**config.mk**
```make
export PLATFORM = sky130hd
export DESIGN_NAME = fasta_record_splitter
export DESIGN_NICKNAME = d
export VERILOG_FILES = /design/src/hdl/frs_pkg.sv /design/src/hdl/frs_front.sv /design/src/hdl/frs_queue.sv /design/src/hdl/frs_back.sv /design/src/hdl/fasta_record_splitter.sv
export SDC_FILE = /design/constraint.sdc
export NUM_CORES = 1
export LEC_CHECK = 0
export ABC_CLOCK_PERIOD_IN_PS = 4300
export BUFFER_PORTS_ARGS = -buffer_cell sky130_fd_sc_hd__buf_4
export CORE_UTILIZATION = 51
export DETAILED_ROUTE_END_ITERATION = 6
export GPL_ROUTABILITY_DRIVEN = 1
export HOLD_SLACK_MARGIN = 0.06
export PLACE_DENSITY = 0.81
export SETUP_SLACK_MARGIN = 0.3
export SLEW_MARGIN = 40
export SYNTH_ARGS = -nofsm -noshare
export SYNTH_HDL_FRONTEND = slang
export SYNTH_SLANG_ARGS = --single-unit
```
**constraint.sdc**
```tcl
create_clock -name aclk -period 4.3 [get_ports aclk]
set_input_delay 0.43 -clock aclk [delete_from_list [all_inputs] [get_ports aclk]]
set_output_delay 0.43 -clock aclk [all_outputs]
set_load 0.02 [all_outputs]
```
**src/hdl/frs_pkg.sv**
```systemverilog
// ---------------------------------------------------------------------------
// frs_pkg
// Types and constants shared by the FASTA record splitter modules.
// ---------------------------------------------------------------------------
package frs_pkg;

    localparam int LINE_BITS   = 16;
    localparam int QUEUE_DEPTH = 4;
    localparam int QUEUE_AW    = $clog2(QUEUE_DEPTH);
    localparam int QUEUE_CW    = $clog2(QUEUE_DEPTH + 1);
    localparam int MDATA_W     = ((5*LINE_BITS + 1 + 7) / 8) * 8;

    localparam logic [LINE_BITS-1:0] LINE_MAX = {LINE_BITS{1'b1}};

    localparam logic [7:0] CH_GT  = 8'h3E;
    localparam logic [7:0] CH_NL  = 8'h0A;
    localparam logic [7:0] CH_DOT = 8'h2E;
    localparam logic [7:0] CH_SP  = 8'h20;

    typedef enum logic [1:0] {
        ST_OK        = 2'd0,
        ST_BAD_START = 2'd1,
        ST_EARLY_END = 2'd2,
        ST_TOO_LONG  = 2'd3
    } status_t;

    typedef enum logic [1:0] {
        PH_START,
        PH_HEADER,
        PH_SEQ,
        PH_DISCARD
    } phase_t;

    // Decoded byte as seen by the back end
    typedef struct packed {
        logic gt;
        logic nl;
        logic dot;
        logic sp;
        logic eob;
    } byte_class_t;

endpackage

```
**src/hdl/frs_front.sv**
```systemverilog
// ---------------------------------------------------------------------------
// frs_front
// Input stage: takes byte requests and decodes them into character classes.
// ---------------------------------------------------------------------------
module frs_front
    import frs_pkg::*;
(
    input  logic        aclk,
    input  logic        aresetn,
    input  logic        s_tvalid,
    output logic        s_tready,
    input  logic [7:0]  s_tdata,
    input  logic        s_tlast,
    output logic        cls_valid,
    input  logic        cls_ready,
    output byte_class_t cls_data
);

    logic        valid_reg, valid_next;
    byte_class_t class_reg, class_next;
    logic        take;

    assign s_tready = !valid_reg || cls_ready;
    assign take     = s_tvalid && s_tready;

    always_comb begin
        class_next.gt  = (s_tdata == CH_GT);
        class_next.nl  = (s_tdata == CH_NL);
        class_next.dot = (s_tdata == CH_DOT);
        class_next.sp  = (s_tdata == CH_SP);
        class_next.eob = s_tlast;
        if (take) begin
            valid_next = 1'b1;
        end else if (cls_ready) begin
            valid_next = 1'b0;
        end else begin
            valid_next = valid_reg;
        end
    end

    always_ff @(posedge aclk) begin
        if (!aresetn) begin
            valid_reg <= 1'b0;
        end else begin
            valid_reg <= valid_next;
        end
    end

    always_ff @(posedge aclk) begin
        if (take) begin
            class_reg <= class_next;
        end
    end

    assign cls_valid = valid_reg;
    assign cls_data  = class_reg;

endmodule

```
**src/hdl/frs_queue.sv**
```systemverilog
// ---------------------------------------------------------------------------
// frs_queue
// Short first-word-fall-through queue between front and back end.
// ---------------------------------------------------------------------------
module frs_queue
    import frs_pkg::*;
(
    input  logic        aclk,
    input  logic        aresetn,
    input  logic        wr_valid,
    output logic        wr_ready,
    input  byte_class_t wr_data,
    output logic        rd_valid,
    input  logic        rd_ready,
    output byte_class_t rd_data
);

    byte_class_t               mem [QUEUE_DEPTH];
    logic [QUEUE_AW-1:0]       wr_ptr_reg, wr_ptr_next;
    logic [QUEUE_AW-1:0]       rd_ptr_reg, rd_ptr_next;
    logic [QUEUE_CW-1:0]       count_reg, count_next;
    logic                      push, pop;

    assign wr_ready = (count_reg != QUEUE_CW'(QUEUE_DEPTH));
    assign rd_valid = (count_reg != '0);
    assign push     = wr_valid && wr_ready;
    assign pop      = rd_valid && rd_ready;
    assign rd_data  = mem[rd_ptr_reg];

    always_comb begin
        wr_ptr_next = push ? wr_ptr_reg + 1'b1 : wr_ptr_reg;
        rd_ptr_next = pop ? rd_ptr_reg + 1'b1 : rd_ptr_reg;
        unique case ({push, pop})
            2'b10:   count_next = count_reg + 1'b1;
            2'b01:   count_next = count_reg - 1'b1;
            default: count_next = count_reg;
        endcase
    end

    always_ff @(posedge aclk) begin
        if (!aresetn) begin
            wr_ptr_reg <= '0;
            rd_ptr_reg <= '0;
            count_reg  <= '0;
        end else begin
            wr_ptr_reg <= wr_ptr_next;
            rd_ptr_reg <= rd_ptr_next;
            count_reg  <= count_next;
        end
    end

    always_ff @(posedge aclk) begin
        if (push) begin
            mem[wr_ptr_reg] <= wr_data;
        end
    end

endmodule

```
**src/hdl/frs_back.sv**
```systemverilog
// ---------------------------------------------------------------------------
// frs_back
// Record parser: phase machine, line counters, tag tracking, result register.
// ---------------------------------------------------------------------------
module frs_back
    import frs_pkg::*;
(
    input  logic                aclk,
    input  logic                aresetn,
    input  logic                cls_valid,
    output logic                cls_ready,
    input  byte_class_t         cls_data,
    output logic                m_tvalid,
    input  logic                m_tready,
    output logic [MDATA_W-1:0]  m_tdata,
    output logic [1:0]          m_tuser
);

    phase_t               phase_reg, phase_next;
    logic [LINE_BITS-1:0] hdr_cnt_reg, hdr_cnt_next;
    logic [LINE_BITS-1:0] seq_cnt_reg, seq_cnt_next;
    logic [LINE_BITS-1:0] dot_pos_reg, dot_pos_next;
    logic                 dot_found_reg, dot_found_next;
    logic [LINE_BITS-1:0] sp_pos_reg, sp_pos_next;
    logic                 sp_found_reg, sp_found_next;
    logic [LINE_BITS-1:0] sad_pos_reg, sad_pos_next;
    logic                 sad_found_reg, sad_found_next;
    logic                 too_long_reg, too_long_next;

    logic                 m_valid_reg, m_valid_next;
    status_t              m_status_reg, m_status_next;
    logic [LINE_BITS-1:0] m_hdr_reg, m_hdr_next;
    logic [LINE_BITS-1:0] m_seq_reg, m_seq_next;
    logic [LINE_BITS:0]   m_rec_reg, m_rec_next;
    logic [LINE_BITS-1:0] m_off_reg, m_off_next;
    logic [LINE_BITS-1:0] m_tl_reg, m_tl_next;

    logic                 adv, emit;
    status_t              emit_status;
    logic                 hdr_sat, seq_sat;
    logic [LINE_BITS-1:0] hdr_inc, seq_inc;
    logic [LINE_BITS:0]   tag_off, tag_stop;
    logic [LINE_BITS-1:0] stop_sel;
    logic                 stop_has;

    assign cls_ready = !m_valid_reg || m_tready;
    assign adv       = cls_valid && cls_ready;

    assign hdr_sat = (hdr_cnt_reg == LINE_MAX);
    assign seq_sat = (seq_cnt_reg == LINE_MAX);
    assign hdr_inc = hdr_sat ? LINE_MAX : hdr_cnt_reg + 1'b1;
    assign seq_inc = seq_sat ? LINE_MAX : seq_cnt_reg + 1'b1;

    // Next phase
    always_comb begin
        phase_next = phase_reg;
        if (adv) begin
            unique case (phase_reg)
                PH_START: begin
                    if (cls_data.eob) begin
                        phase_next = PH_START;
                    end else if (cls_data.gt) begin
                        phase_next = PH_HEADER;
                    end else begin
                        phase_next = PH_DISCARD;
                    end
                end
                PH_HEADER: begin
                    if (cls_data.eob) begin
                        phase_next = PH_START;
                    end else if (cls_data.nl) begin
                        phase_next = PH_SEQ;
                    end
                end
                PH_SEQ: begin
                    if (cls_data.nl || cls_data.eob) begin
                        phase_next = PH_START;
                    end
                end
                PH_DISCARD: begin
                    if (cls_data.eob) begin
                        phase_next = PH_START;
                    end
                end
                default: phase_next = PH_START;
            endcase
        end
    end

    // Tag bounds from the header marks
    always_comb begin
        if (dot_found_reg) begin
            tag_off  = {1'b0, dot_pos_reg} + 1'b1;
            stop_has = sad_found_reg;
            stop_sel = sad_pos_reg;
        end else begin
            tag_off  = (LINE_BITS+1)'(1);
            stop_has = sp_found_reg;
            stop_sel = sp_pos_reg;
        end
        tag_stop = {1'b0, stop_has ? stop_sel : hdr_cnt_reg};
    end

    // Datapath and result
    always_comb begin
        hdr_cnt_next   = hdr_cnt_reg;
        seq_cnt_next   = seq_cnt_reg;
        dot_pos_next   = dot_pos_reg;
        dot_found_next = dot_found_reg;
        sp_pos_next    = sp_pos_reg;
        sp_found_next  = sp_found_reg;
        sad_pos_next   = sad_pos_reg;
        sad_found_next = sad_found_reg;
        too_long_next  = too_long_reg;
        emit           = 1'b0;
        emit_status    = ST_OK;
        if (adv) begin
            unique case (phase_reg)
                PH_START: begin
                    hdr_cnt_next   = LINE_BITS'(1);
                    seq_cnt_next   = '0;
                    dot_pos_next   = '0;
                    dot_found_next = 1'b0;
                    sp_pos_next    = '0;
                    sp_found_next  = 1'b0;
                    sad_pos_next   = '0;
                    sad_found_next = 1'b0;
                    too_long_next  = 1'b0;
                    if (!cls_data.gt) begin
                        emit        = 1'b1;
                        emit_status = ST_BAD_START;
                    end else if (cls_data.eob) begin
                        emit        = 1'b1;
                        emit_status = ST_EARLY_END;
                    end
                end
                PH_HEADER: begin
                    if (cls_data.dot && !dot_found_reg) begin
                        dot_found_next = 1'b1;
                        dot_pos_next   = hdr_cnt_reg;
                    end
                    if (cls_data.sp && !sp_found_reg) begin
                        sp_found_next = 1'b1;
                        sp_pos_next   = hdr_cnt_reg;
                    end
                    if (cls_data.sp && dot_found_reg && !sad_found_reg) begin
                        sad_found_next = 1'b1;
                        sad_pos_next   = hdr_cnt_reg;
                    end
                    hdr_cnt_next  = hdr_inc;
                    too_long_next = too_long_reg || hdr_sat;
                    if (cls_data.eob) begin
                        emit        = 1'b1;
                        emit_status = ST_EARLY_END;
                    end
                end
                PH_SEQ: begin
                    seq_cnt_next  = seq_inc;
                    too_long_next = too_long_reg || seq_sat;
                    if (cls_data.nl) begin
                        emit        = 1'b1;
                        emit_status = (too_long_reg || seq_sat) ? ST_TOO_LONG : ST_OK;
                    end else if (cls_data.eob) begin
                        emit        = 1'b1;
                        emit_status = ST_EARLY_END;
                    end
                end
                PH_DISCARD: begin
                    emit = 1'b0;
                end
                default: emit = 1'b0;
            endcase
        end

        m_status_next = emit_status;
        m_hdr_next    = '0;
        m_seq_next    = '0;
        m_rec_next    = '0;
        m_off_next    = '0;
        m_tl_next     = '0;
        if (emit_status == ST_OK || emit_status == ST_TOO_LONG) begin
            m_hdr_next = hdr_cnt_reg;
            m_seq_next = seq_inc;
            m_rec_next = {1'b0, hdr_cnt_reg} + {1'b0, seq_inc};
            m_off_next = tag_off[LINE_BITS-1:0];
            m_tl_next  = (tag_stop > tag_off) ? LINE_BITS'(tag_stop - tag_off) : '0;
        end

        if (cls_ready) begin
            m_valid_next = emit;
        end else begin
            m_valid_next = m_valid_reg;
        end
    end

    always_ff @(posedge aclk) begin
        if (!aresetn) begin
            phase_reg     <= PH_START;
            hdr_cnt_reg   <= '0;
            seq_cnt_reg   <= '0;
            dot_pos_reg   <= '0;
            dot_found_reg <= 1'b0;
            sp_pos_reg    <= '0;
            sp_found_reg  <= 1'b0;
            sad_pos_reg   <= '0;
            sad_found_reg <= 1'b0;
            too_long_reg  <= 1'b0;
            m_valid_reg   <= 1'b0;
        end else begin
            phase_reg     <= phase_next;
            hdr_cnt_reg   <= hdr_cnt_next;
            seq_cnt_reg   <= seq_cnt_next;
            dot_pos_reg   <= dot_pos_next;
            dot_found_reg <= dot_found_next;
            sp_pos_reg    <= sp_pos_next;
            sp_found_reg  <= sp_found_next;
            sad_pos_reg   <= sad_pos_next;
            sad_found_reg <= sad_found_next;
            too_long_reg  <= too_long_next;
            m_valid_reg   <= m_valid_next;
        end
    end

    always_ff @(posedge aclk) begin
        if (adv && emit) begin
            m_status_reg <= m_status_next;
            m_hdr_reg    <= m_hdr_next;
            m_seq_reg    <= m_seq_next;
            m_rec_reg    <= m_rec_next;
            m_off_reg    <= m_off_next;
            m_tl_reg     <= m_tl_next;
        end
    end

    assign m_tvalid = m_valid_reg;
    assign m_tuser  = m_status_reg;
    assign m_tdata  = {{(MDATA_W - 5*LINE_BITS - 1){1'b0}},
                       m_tl_reg, m_off_reg, m_rec_reg, m_seq_reg, m_hdr_reg};

endmodule

```
**src/hdl/fasta_record_splitter.sv**
```systemverilog
// ---------------------------------------------------------------------------
// fasta_record_splitter
// Splits a byte stream into two-line FASTA records and reports their layout.
// ---------------------------------------------------------------------------
// One byte request is taken per clock while the queue has room. Each byte
// passes an input register that decodes it, a four-entry queue, and the parser
// whose counters and marks move by one byte per cycle; the registered m_tvalid
// rises after the parser takes the byte completing the record or revealing the
// error. The parser stalls only while a result waits unread, the queue absorbing
// input meanwhile. Status on m_tuser: complete, bad start byte (rest of buffer
// dropped), buffer ended early, or line too long (lengths saturate at 65535).
module fasta_record_splitter
    import frs_pkg::*;
(
    input  logic               aclk,
    input  logic               aresetn,
    input  logic               s_tvalid,
    output logic               s_tready,
    input  logic [7:0]         s_tdata,   // [7:0] data_byte
    input  logic               s_tlast,   // end_of_buffer
    output logic               m_tvalid,
    input  logic               m_tready,
    // [15:0] header_length, [31:16] sequence_length, [48:32] record_length,
    // [64:49] tag_offset, [80:65] tag_length, [87:81] zero
    output logic [MDATA_W-1:0] m_tdata,
    output logic [1:0]         m_tuser    // [1:0] status
);

    logic        f_valid, f_ready;
    byte_class_t f_data;
    logic        b_valid, b_ready;
    byte_class_t b_data;

    frs_front u_front (
        .aclk      (aclk),
        .aresetn   (aresetn),
        .s_tvalid  (s_tvalid),
        .s_tready  (s_tready),
        .s_tdata   (s_tdata),
        .s_tlast   (s_tlast),
        .cls_valid (f_valid),
        .cls_ready (f_ready),
        .cls_data  (f_data)
    );

    frs_queue u_queue (
        .aclk     (aclk),
        .aresetn  (aresetn),
        .wr_valid (f_valid),
        .wr_ready (f_ready),
        .wr_data  (f_data),
        .rd_valid (b_valid),
        .rd_ready (b_ready),
        .rd_data  (b_data)
    );

    frs_back u_back (
        .aclk      (aclk),
        .aresetn   (aresetn),
        .cls_valid (b_valid),
        .cls_ready (b_ready),
        .cls_data  (b_data),
        .m_tvalid  (m_tvalid),
        .m_tready  (m_tready),
        .m_tdata   (m_tdata),
        .m_tuser   (m_tuser)
    );

endmodule

```
[Word-level counts from Yosys, hierarchy flattened]
Memory sizes are Yosys's and may differ from the RTL's. A register that Yosys moved wholly into a read port is not among the register bits.
Cells that the tools add are included.
Cells by class
  equal/unequal tests: 19
  mux-type cells: 46
  $lt $le $gt $ge: 1
  reductions and logical operators: 35
  add/subtract/negate cells: 9
Operators by type and width (count)
  $pmux 16 s2: 5
  $mux 16: 7
  $add 16x1->16 const B: 2
  $eq 16x16->1 const B: 2
  $mux 2: 13
  $eq 8x6->1 const B: 3
  $add 16x1->17 const B: 1
  $add 16x16->17: 1
  $gt 16x17->1: 1
  $mux 17: 1
  $sub 16x16->16: 1
  $mux 1: 12
  $ne 2x1->1 const B: 5
  $reduce_and 3->1: 3
  $eq 2x2->1 const B: 4
  $eq 8x4->1 const B: 1
  $logic_and 1x1->1: 8
  $pmux 2 s4: 1
  $reduce_and 2->1: 4
  $reduce_bool 2->1: 4
  $logic_or 1x1->1: 6
  $pmux 1 s2: 3
  $pmux 2 s3: 1
  $pmux 3 s2: 1
  12 further kinds: 20
Storage, ports and cells
  memories kept: 1
  bits in writable memories: 20
  word-level logic and storage cells: 137
  bits in registers: 183
Memories
  u_queue.mem: words 4, bits a word 5, rd ports 1, clocked after Yosys merged registers in 1, write ports 1, line frs_queue.sv:18  | byte_class_t mem [QUEUE_DEPTH];

[Depth between registers and ports, before layout]
Gate-level depths: netlist of run 1.
  depth after elaboration: 9
  depth in mapped cells: 15
  gate-level depth less buffers: 14

[Hierarchy]
From an unflattened synthesis of run 1, not the netlist that was laid out.
Second synthesis, totals
  cell total of the unflattened synthesis: 1139
  area total of the unflattened synthesis: 10860.4 µm²
By module, submodules not included
  frs_back: area an instance 9385.3 µm², times used 1, cells an instance 1041, seq. area each 4234.1 µm²
  frs_queue: area an instance 1213.7 µm², times used 1, cells an instance 78, seq. area each 780.7 µm²
  frs_front: area an instance 261.5 µm², times used 1, cells an instance 20, seq. area each 170.2 µm²

[Worst setup path before layout of run 1]
No wires, ideal clock.
  kind: register to register
  from: reg u_back.dot_found_reg
  to: reg u_back.m_tl_reg[10] (data pin)
  path slack: 0.695 ns
  arrival time: 3.337 ns
  required time: 4.032 ns
  setup time: 0.268 ns
  cell stages (with the launch flop): 14
  path buffers: 4
  cell sequence: dfxtp_1 > clkbuf_1 > buf_1 > mux2i_1 > o21ai_0 > ha_1 > clkbuf_1 > nand4_1 > or4_1 > mux2i_1 > a41oi_1 > o21ai_2 > clkbuf_1 > nor3_1
On the way
  longest elaborated chain between the ends: 4
  elaborated cells on any way between the ends: 7
  those cells by class: 1 x add/sub; 1 x order compare; 4 x mux; 1 x reduce/logical
Ends and longest elaborated chain
  from (decl): line frs_back.sv:23  | logic dot_found_reg, dot_found_next;
  from (signal assigned): line frs_back.sv:214  | dot_found_reg <= dot_found_next;
  $mux 16 / $mux 1 (equally long branches): line frs_back.sv:92  | if (dot_found_reg) begin
  $mux 16: line frs_back.sv:101  | tag_stop = {1'b0, stop_has ? stop_sel : hdr_cnt_reg};
  $gt 16x17->1: line frs_back.sv:186  | m_tl_next = (tag_stop > tag_off) ? LINE_BITS'(tag_stop - tag_off) : '0;
  $reduce_and 2->1 (no source line)
  to (signal assigned): line frs_back.sv:231  | m_tl_reg <= m_tl_next;
  to (decl): line frs_back.sv:36  | logic [LINE_BITS-1:0] m_tl_reg, m_tl_next;
Parallel ways exist; a longest one is shown, timed or not.
A chain may end at the register's enable or synchronous reset.

[Worst setup path in the final report of run 1]
  from: reg u_back.dot_pos_reg[0]
  to: reg u_back.m_tl_reg[4] (data pin)
On the way
  longest elaborated chain between the ends: 4
  elaborated cells on any way between the ends: 5
  those cells by class: 2 x add/sub; 1 x order compare; 1 x mux; 1 x reduce/logical
Ends and longest elaborated chain
  from (decl): line frs_back.sv:22  | logic [LINE_BITS-1:0] dot_pos_reg, dot_pos_next;
  from (signal assigned): line frs_back.sv:213  | dot_pos_reg <= dot_pos_next;
  $add 16x1->17 (*): line frs_back.sv:93  | tag_off = {1'b0, dot_pos_reg} + 1'b1;
  $mux 17 (*): line frs_back.sv:92
  $gt 16x17->1: line frs_back.sv:186
  $reduce_and 2->1 (no source line)
Every way passes the cells marked *; elsewhere a longest branch is shown, timed or not.

==> flow_metrics.py, run 1 <==
metrics = {
    "global_route": {
        "grt_util_all_layers_pct": 23.5,
        "grt_pass1_wl_um": 41800,
        "grt_max_degree": 98,
        "grt_pass1_vias": 8308,
        "antenna_found_initial": 0,
        "gr-total-overflow": 0,
    },
    "sta": {
        "finalSetupViolCount": 0,
        "maxSlewViolCount": 0,
        "rsz0062_at_grt": "false",
        "max_slew.worst_pin.slew_ns": 0.804,
        "fmax_ghz": 0.266,
        "setup_ws_ns": 0.543,
        "min_period_over_period_pct": 87.4,
        "relSlewSlack_pct": 46.4,
        "tns_ns": 0,
        "fin_crit_ns": 3.76,
        "finalHoldViolCount": 0,
        "fin_skew_ns": 0.0144,
    },
    "layout": {
        "drive_above_1_share_pct": 14.7,
        "nets": 1279,
        "finalInstanceArea_um2": 12700,
        "utilization_pct": 60.2,
        "largest_reg_flops": 20,
        "syn2layout_area_growth_pct": 15.2,
        "diodes": 0,
    },
    "synthesis": {
        "ys_seq_area_share_pct": 46.9,
        "synth_edf_count": 108,
        "synth.avg_cell_area_um2": 9.62,
        "synth_top_area_share_pct": 29.4,
        "synthArstFlopShare_pct": 0,
        "synth-seq-cells": 205,
        "yosys_warnings": 0,
        "synth_top_cell_by_area": "edfxtp_1",
        "synth_cell_types": 69,
        "synth_common_cells": "nand2_1, edfxtp_1, dfxtp_1",
        "mappedNetlistArea_um2": 11000,
        "synth_flop_cell": "edfxtp_1",
        "yosysMostFrequentCell": "nand2_1",
        "synth_area_leaders": "edfxtp_1, dfxtp_1, ha_1",
        "synth_cells": 1148,
    },
    "power": {
        "irDropWorstVdd_uv": 324,
        "leakage_uw": 0.00482,
        "p_per_area_nw_per_um2": 611,
    },
    "die": {
        "start_util_pct": 52.2,
        "rows": 53,
        "dieArea_um2": 22300,
        "die_y_um": 149,
        "core-area_um2": 21200,
        "num_io_pins": 105,
        "die_w_um": 149,
    },
    "drt": {
        "via_per_inst": 5.85,
        "dr.pass1.iters": 5,
        "drt-wirelength-per-cell_um": 17.3,
        "initialDrtViolationCount": 720,
        "final_antenna_net_count": 0,
        "routed_wl_um": 26100,
        "drcViolationCount": 0,
        "vias": 8829,
    },
    "placed_design": {
        "portBuffers": 97,
        "dp_slack_ns": 0.499,
        "hpwl_um": 17800,
        "gp_congestion": 0.937,
        "place_area_um2": 12000,
    },
    "clock_network": {
        "clock_latency_ns": 0.51,
        "post_cts_buffers": 0,
        "clk_pin_slew_worst_paths_ns": 0.06,
        "cts_buffers": 22,
        "clockRootBuffer": "clkbuf_16",
        "cts_tree": "yes",
        "cts_max_level": 1,
        "clock-sinks": 205,
        "clockBufferDepth": 3,
    },
    "setup_path": {
        "crit_fanout": 16,
        "crit_required_ns": 4.61,
        "r2r_setup_slack_ns": 0.54,
        "crit_arrival_ns": 4.07,
        "crit_path_cell_trace": "ha_1 > and3_1 > nand3_1 > or4_1 > xnor2_1 > nand2_1 > ha_1 > a21oi_1 > o21bai_1 > mux2i_1 > a41oi_2 > o21ai_4 > a2111oi_2",
        "path_class": "reg2reg",
        "critPathMaxStageDelay_ns": 0.52,
        "crit_top_cell": "ha_1",
        "cp_slowest_cell": "or4_1",
        "worstSetupStartpointType": "register",
        "worstSetupEndpointType": "register",
    },
    "outcome": {
        "status": "finished clean",
    },
    "worst_hold_path": {
        "hp-class": "in2reg",
    },
    "flow_run": {
        "drv_cap": 0,
    },
}
per-layer routing:
metal	vias to the layer above	global-route usage, %	wire (µm)
li1	4252	-	-
met1	4202	31.4	11300
met2	325	39.3	12400
met3	50	2.94	1670
met4	0	7.81	686
met5	-	0	0
worst paths after layout:
| kind | to | start | cells after the start |
|---|---|---|---|
| max | u_back.m_tl_reg[4] | u_back.dot_pos_reg[0] | 13 |
| min | u_front.cls_data[0] | s_tlast | 1 |
| max reg2reg | u_back.m_tl_reg[4] | u_back.dot_pos_reg[0] | 13 |
| min reg2reg | u_back.sad_pos_reg[4] | u_back.sad_pos_reg[4] | 2 |
area by class of cell:
type                            instances  area, µm²
Timing Repair Buffer                  122        965
Fill cell                            1744       8430
Inverter                               28        105
Clock inverter                         14        100
Clock buffer                           26        597
Tap cell                              275        344
Multi-Input combinational cell        840       5430
Sequential cell                       205       5180
report_power, final:
group          switching (µW)  total [µW]  internal [µW]
Sequential                191        2900           2710
Clock                     766        1820           1050
Combinational            1990        3060           1060
per-stage QoR:
step	instances	total power, µW	hold WS [ns]
floorplan	1154	4890	0.443
global placement	1469	5860	0.452
detailed placement	1469	5940	0.458
CTS	1509	7770	0.0833
global route	1510	8140	0.0842
finish	1510	7770	0.105
logic make-up (layout without fill, tap and decap cells):
family | Yosys count | count (layout) | share of synthesized area, %
AOI/OAI and AO/OA | 276 | 276 | 16.5
xor gates and xnor gates | 44 | 44 | 3.49
adders and majority gates | 47 | 47 | 5.53
buffers and inverters | 109 | 190 | 4.46
DFF | 205 | 205 | 46.9
muxes | 27 | 27 | 3.02
other | 1 | 7 | 0.0339
and+or+nand+nor | 439 | 439 | 20.0
placed cells by master, fill, tap and decap left out, types with 27 or more instances in the layout:
| cell | instances |
|---|---|
| a21boi_0 | 57 |
| a21oi_1 | 55 |
| buf_4 | 118 |
| dfxtp_1 | 97 |
| edfxtp_1 | 108 |
| ha_1 | 43 |
| inv_1 | 28 |
| nand2_1 | 122 |
| nand2b_1 | 27 |
| nand3_1 | 71 |
| nor2_1 | 65 |
| nor2b_1 | 54 |
| o21ai_0 | 60 |
what timing repair did:
item / 4_1_cts / 5_1_grt
setup endpoints to repair: 0 / 4
hold buffers: 0 / 0
gates resized for setup: 0 / 3
critical path: cells and delay by family (launching register included):
family	cells	cell delay, ns
mux	1	0.17
fa+ha+maj	2	0.65
flops	1	0.42
xor+xnor	1	0.15
simple gates	4	0.98
compound gates	5	1.18
Note: power is estimated with default switching activity, not from simulation.
==> run 2: changes to the inputs <==
Settings changed: PLACE_DENSITY 0.81 to 0.74.
==> run 2 against run 1 <==
Effect of this change: worst hold slack got worse by 0.0042 ns; largest cell class unchanged; flip-flop and latch count unchanged; first-iteration DRC count decreased by 7.1%; non-clock buffer count decreased by 4; combinational power decreased by 2%; sequential share of layout area increased by 0.19 points.
==> flow_metrics.py, run 2 (same netlist as run 1, synthesis figures left out) <==
metrics = {
    "worst_hold_path": {
        "hold_path_depth": 1,
        "hp-class": "in2reg",
        "holdPathEnd": "u_front.cls_data[0]",
        "min_from": "s_tlast",
    },
    "layout": {
        "finalInstanceArea_um2": 12700,
        "final_common_cell": "nand2_1",
        "nets": 1276,
        "syn2layout_area_growth_pct": 14.6,
        "largest_reg_flops": 20,
        "final_cell_mix": "nand2_1, buf_4, edfxtp_1",
        "diodes": 0,
        "fillCellCount": 1818,
        "drive_above_1_share_pct": 14.0,
    },
    "clock_network": {
        "clock-sinks": 205,
        "cts_hold_buf": 0,
        "clock_latency_ns": 0.51,
        "cts_max_level": 1,
        "post_cts_buffers": 0,
        "clk_pin_slew_worst_paths_ns": 0.06,
        "clockBufferDepth": 3,
        "cts_tree": "yes",
        "cts_buffers": 23,
        "clockRootBuffer": "clkbuf_16",
    },
    "setup_path": {
        "worstSetupStartpointType": "register",
        "worstSetupEndpointType": "register",
        "r2r_start": "u_back.seq_cnt_reg[0]",
        "ff2ff_path_depth": 14,
        "r2r_setup_slack_ns": 0.64,
        "path_class": "reg2reg",
        "crit_fanout": 6,
        "crit_arrival_ns": 3.97,
        "r2r-end": "u_back.m_rec_reg[14]",
        "crit_required_ns": 4.61,
    },
    "outcome": {
        "status": "finished clean",
    },
    "sta": {
        "fmax_ghz": 0.273,
        "min_period_over_period_pct": 85.2,
        "rsz0062_at_grt": "false",
        "relSlewSlack_pct": 47.9,
        "max_slew.worst_pin.slew_ns": 0.781,
        "setup_ws_ns": 0.636,
        "tns_ns": 0,
        "maxSlewViolCount": 0,
        "finalSetupViolCount": 0,
        "fin_crit_ns": 3.66,
        "fin_skew_ns": 0.0106,
        "fin_hold_ws_ns": 0.101,
        "finalHoldViolCount": 0,
    },
    "drt": {
        "initialDrtViolationCount": 669,
        "routed_wl_um": 26100,
        "final_antenna_net_count": 0,
        "drt-wirelength-per-cell_um": 17.3,
        "dr.pass1.iters": 6,
        "via_per_inst": 5.78,
        "vias": 8705,
        "drcViolationCount": 0,
    },
    "global_route": {
        "grt_max_degree": 98,
        "grt_pass1_vias": 7975,
        "grt_util_all_layers_pct": 23.3,
        "antenna_found_initial": 0,
        "gr-total-overflow": 0,
        "grt_pass1_wl_um": 41300,
    },
    "placed_design": {
        "hpwl_um": 17900,
        "portBuffers": 97,
        "dp_slack_ns": 0.516,
        "place_area_um2": 12000,
        "gp_congestion": 0.913,
    },
    "die": {
        "num_io_pins": 105,
        "die_y_um": 149,
        "core-area_um2": 21200,
        "die_w_um": 149,
        "rows": 53,
        "start_util_pct": 52.2,
        "dieArea_um2": 22300,
    },
    "power": {
        "leakage_uw": 0.00480,
        "p_per_area_nw_per_um2": 611,
        "irDropWorstVdd_uv": 325,
    },
    "flow_run": {
        "drv_cap": 0,
    },
}
## run 2: cell type report
cell class | instances | area, µm² | area share (%)
repair buffers | 118 | 915 | 7.22
well taps | 275 | 344 | 2.72
clock buffers | 37 | 658 | 5.20
flip-flops and latches | 205 | 5180 | 40.9
multi-input cells | 840 | 5410 | 42.7
clock inverters | 4 | 43.8 | 0.346
inverters | 28 | 105 | 0.830
## run 2: layer usage
| metal | part of all wire, % | track usage, % | vias up |
|---|---|---|---|
| li1 | - | - | 4241 |
| met1 | 45 | 32.5 | 4132 |
| met2 | 47 | 37.5 | 295 |
| met3 | 6.6 | 2.94 | 37 |
| met4 | 2.3 | 7.81 | 0 |
| met5 | 0 | 0 | - |
## run 2: stage by stage
| stage | total power [µW] | instances | utilization (%) |
|---|---|---|---|
| 2_1_floorplan | 4890 | 1154 | - |
| 3_3_place_gp | 5870 | 1466 | 56.5 |
| 3_5_place_dp | 5940 | 1466 | 56.5 |
| 4_1_cts | 7790 | 1507 | 59.8 |
| 5_1_grt | 8130 | 1507 | 59.9 |
| 6_report | 7740 | 1507 | 59.9 |
## run 2: worst max path at each step
| stage | from | slack [ns] | to |
|---|---|---|---|
| global route | u_back.dot_pos_reg[0] | 0.34 | u_back.m_tl_reg[4] |
| global placement | u_back.seq_cnt_reg[0] | 0.74 | u_back.m_rec_reg[14] |
| floorplan | u_back.dot_found_reg | 0.69 | u_back.m_tl_reg[10] |
| CTS | u_back.seq_cnt_reg[0] | 0.48 | u_back.m_rec_reg[14] |
| finish | u_back.seq_cnt_reg[0] | 0.64 | u_back.m_rec_reg[14] |
| detailed placement | u_back.seq_cnt_reg[0] | 0.52 | u_back.m_rec_reg[14] |
## run 2: worst max-delay path, stage by stage (launching register included)
cell       delay [ns]
dfxtp_1          0.42
ha_1             0.27
nand4_2          0.16
nor2_1           0.23
nand2_1          0.10
nand2_1          0.11
ha_1             0.20
inv_1            0.07
fa_1             0.38
nor2b_1          0.24
o31a_1           0.23
o31ai_1          0.14
a211oi_2         0.46
nor3_1           0.12
a2111oi_2        0.35
## run 2: power by group
| group | total, µW | internal (µW) | switching [µW] | leakage [µW] |
|---|---|---|---|---|
| combinational | 3000 | 1010 | 1990 | 0.00264 |
| sequential | 2890 | 2710 | 188 | 0.00182 |
| clock | 1850 | 1100 | 746 | 0.000342 |
## run 2: what timing repair did
item	in CTS	in global routing
resized for setup	0	1
endpoints found under the setup margin	0	2
hold endpoints to repair	0	0
==> run 3: changes to the inputs <==
--- a/config.mk
+++ b/config.mk
@@ -7,2 +7,3 @@
 export LEC_CHECK = 0
+export ABC_AREA = 1
 export ABC_CLOCK_PERIOD_IN_PS = 4300
==> constraint.sdc (replaced) <==
create_clock -name aclk -period 4.3 [get_ports aclk]
set_input_delay 0.86 -clock aclk [delete_from_list [all_inputs] [get_ports aclk]]
set_output_delay 0.86 -clock aclk [all_outputs]
set_load 0.02 [all_outputs]
==> run 3 against run 2 <==
Effect of this change: clock skew rose by 0.0034 ns; clock power rose by 12%; register-to-register slack improved by 0.39 ns; via count rose by 6.4%; combinational power rose by 41%; synthesized cell count rose by 18%; setup slack improved by 0.39 ns; sequential power rose by 8.7%; core utilization rose by 0.28 points; final area fell by 0.17%; cell count rose by 15%; routed wire length fell by 2.4%.
==> flow_metrics.py, run 3 <==
metrics = {
    "global_route": {
        "grt_pass1_vias": 8304,
        "grtUsageMet2_pct": 37.1,
        "antenna_found_initial": 0,
        "grtUsageMet3_pct": 3.44,
        "grt_max_degree": 61,
        "grt_util_all_layers_pct": 22.8,
        "gr-total-overflow": 0,
        "grt_pass1_wl_um": 40500,
        "grt.met1_usage_pct": 31.6,
        "grt-busiest-layer": "met2",
    },
    "sta": {
        "maxSlewViolCount": 0,
        "fin_crit_ns": 3.28,
        "tns_ns": 0,
        "rsz0062_at_grt": "false",
        "max_slew.worst_pin.slew_ns": 0.734,
        "fmax_ghz": 0.305,
        "min_period_over_period_pct": 76.2,
        "finalSetupViolCount": 0,
        "finalHoldViolCount": 0,
        "relSlewSlack_pct": 51.1,
        "fin_skew_ns": 0.0140,
    },
    "synthesis": {
        "synthArstFlopShare_pct": 0,
        "synth_cells": 1349,
        "synth.avg_cell_area_um2": 8.12,
        "synth_area_leaders": "edfxtp_1, dfxtp_1, nand2_1",
        "ys_seq_area_share_pct": 47.3,
        "synth_common_cells": "nand2_1, nor2_1, inv_1",
        "mappedNetlistArea_um2": 11000,
        "synth_edf_count": 108,
        "synth-seq-cells": 205,
        "yosysMostFrequentCell": "nand2_1",
        "synth_flop_cell": "edfxtp_1",
        "synth_cell_types": 52,
        "yosys_warnings": 0,
        "synth_top_cell_by_area": "edfxtp_1",
        "synth_top_area_share_pct": 29.6,
    },
    "setup_path": {
        "worstSetupEndpointType": "register",
        "path_class": "reg2reg",
        "cp_slowest_cell": "ha_1",
        "crit_path_cell_trace": "ha_1 > nand3_1 > nor2_1 > nand2_1 > nor2_1 > inv_1 > a21oi_1 > o21ai_0 > ha_1 > nand2_1 > nor2_1 > nand4_1 > nor2_1 > nor2_1 > nor2_1 > nand2_4 > nor2_1",
        "critPathMaxStageDelay_ns": 0.41,
        "crit_required_ns": 4.66,
        "crit_family": "simple AND/OR/NAND/NOR gates",
        "crit_top_cell": "nor2_1",
        "worstSetupStartpointType": "register",
        "crit_fanout": 16,
        "crit_buf_inv": 1,
        "crit_arrival_ns": 3.64,
        "r2r_setup_slack_ns": 1.02,
    },
    "worst_hold_path": {
        "hp-class": "reg2reg",
    },
    "die": {
        "dieArea_um2": 22100,
        "num_io_pins": 105,
        "start_util_pct": 52.1,
        "core-area_um2": 21000,
        "die_w_um": 149,
        "rows": 53,
        "die_y_um": 149,
    },
    "clock_network": {
        "clock-sinks": 205,
        "cts_hold_buf": 0,
        "cts_max_level": 1,
        "clockRootBuffer": "clkbuf_16",
        "cts_tree": "yes",
        "post_cts_buffers": 0,
        "clockBufferDepth": 3,
        "ctsResizeCount": 0,
        "cts_buffers": 23,
        "clk_pin_slew_worst_paths_ns": 0.06,
        "clock_latency_ns": 0.52,
    },
    "drt": {
        "final_antenna_net_count": 0,
        "drcViolationCount": 0,
        "vias": 9266,
        "dr.pass1.iters": 5,
        "via_per_inst": 5.37,
        "drt-wirelength-per-cell_um": 14.7,
        "initialDrtViolationCount": 586,
        "routed_wl_um": 25500,
    },
    "outcome": {
        "status": "finished clean",
    },
    "layout": {
        "drive_above_1_share_pct": 13.9,
        "regArea_um2": 5180,
        "fillCellCount": 1845,
        "syn2layout_area_growth_pct": 15.4,
        "final_cell_mix": "nand2_1, nor2_1, inv_1",
        "nets": 1494,
        "largest_reg_flops": 20,
        "finalInstanceArea_um2": 12600,
        "utilization_pct": 60.1,
        "multi_input_area_um2": 4870,
        "final_common_cell": "nand2_1",
        "diodes": 0,
    },
    "placed_design": {
        "place_area_um2": 11800,
        "portBuffers": 97,
        "gp_congestion": 0.956,
        "hpwl_um": 18100,
    },
    "power": {
        "irDropWorstVdd_uv": 355,
        "p_per_area_nw_per_um2": 747,
        "leakage_uw": 0.00529,
        "power_uw": 9440,
    },
    "flow_run": {
        "drv_cap": 0,
    },
}
## run 3: cell types whose count changed in the layout (fill, tap and decap cells not counted), sizes merged, moves of 21 or more
cell,delta
inv,+134
a21oi,+67
nor2,+127
nand2b,-28
a21boi,-56
nand2,+175
o21ai,+33
nor2b,-54
mux2i,-21
## run 3: final timing paths
kind / endpoint / from / depth (start not counted)
setup reg to reg: u_back.m_tl_reg[0] / u_back.dot_pos_reg[0] / 17
hold reg to reg: u_back.sp_pos_reg[14] / u_back.sp_pos_reg[14] / 2
setup / recovery: u_back.m_tl_reg[0] / u_back.dot_pos_reg[0] / 17
hold / removal: u_back.sp_pos_reg[14] / u_back.sp_pos_reg[14] / 2
## run 3: worst register-to-register path: stages, from the launching register on
cell and delay [ns]:
dfxtp_1 0.38, ha_1 0.21, nand3_1 0.19, nor2_1 0.21, nand2_1 0.13, nor2_1 0.10
inv_1 0.07, a21oi_1 0.12, o21ai_0 0.15, ha_1 0.41, nand2_1 0.11, nor2_1 0.25
nand4_1 0.16, nor2_1 0.11, nor2_1 0.05, nor2_1 0.15, nand2_4 0.18, nor2_1 0.16
## run 3: cells by family after synthesis
group,after synthesis,synth area share [%]
AND/OR/NAND/NOR,585,22.6
AO/OA/AOI/OAI,269,13.7
buffers and inverters,213,8.44
flip-flops,205,47.3
adder cells (fa/ha/maj),47,5.57
XOR/XNOR,29,2.32
other,1,0.0342
## run 3: layout make-up
type,count,share of cell area [%]
flip-flops and latches,205,41.0
multi-input cells,937,38.5
repair buffers,104,6.43
inverters,163,4.96
clock buffers,25,4.69
well taps,275,2.72
clock inverters,17,1.65
## run 3: power breakdown
group	leakage, µW	switching [µW]	internal, µW
combinational	0.00308	2840	1380
clock	0.000387	828	1250
sequential	0.00183	241	2900
## run 3: per-layer routing
metal / up-vias / wire (µm)
met4: 0 / 407
met1: 4284 / 11400
met5: - / 0
li1: 4636 / -
met3: 27 / 1730
met2: 319 / 11900
## run 3: through the flow
stage	worst slack, ns	cells	hold WS (ns)
floorplan	0.923	1355	0.429
global placement	1.15	1683	0.447
detailed placement	1.11	1683	0.447
CTS	1.07	1725	0.456
global route	0.718	1726	0.495
finish	1.02	1726	0.460
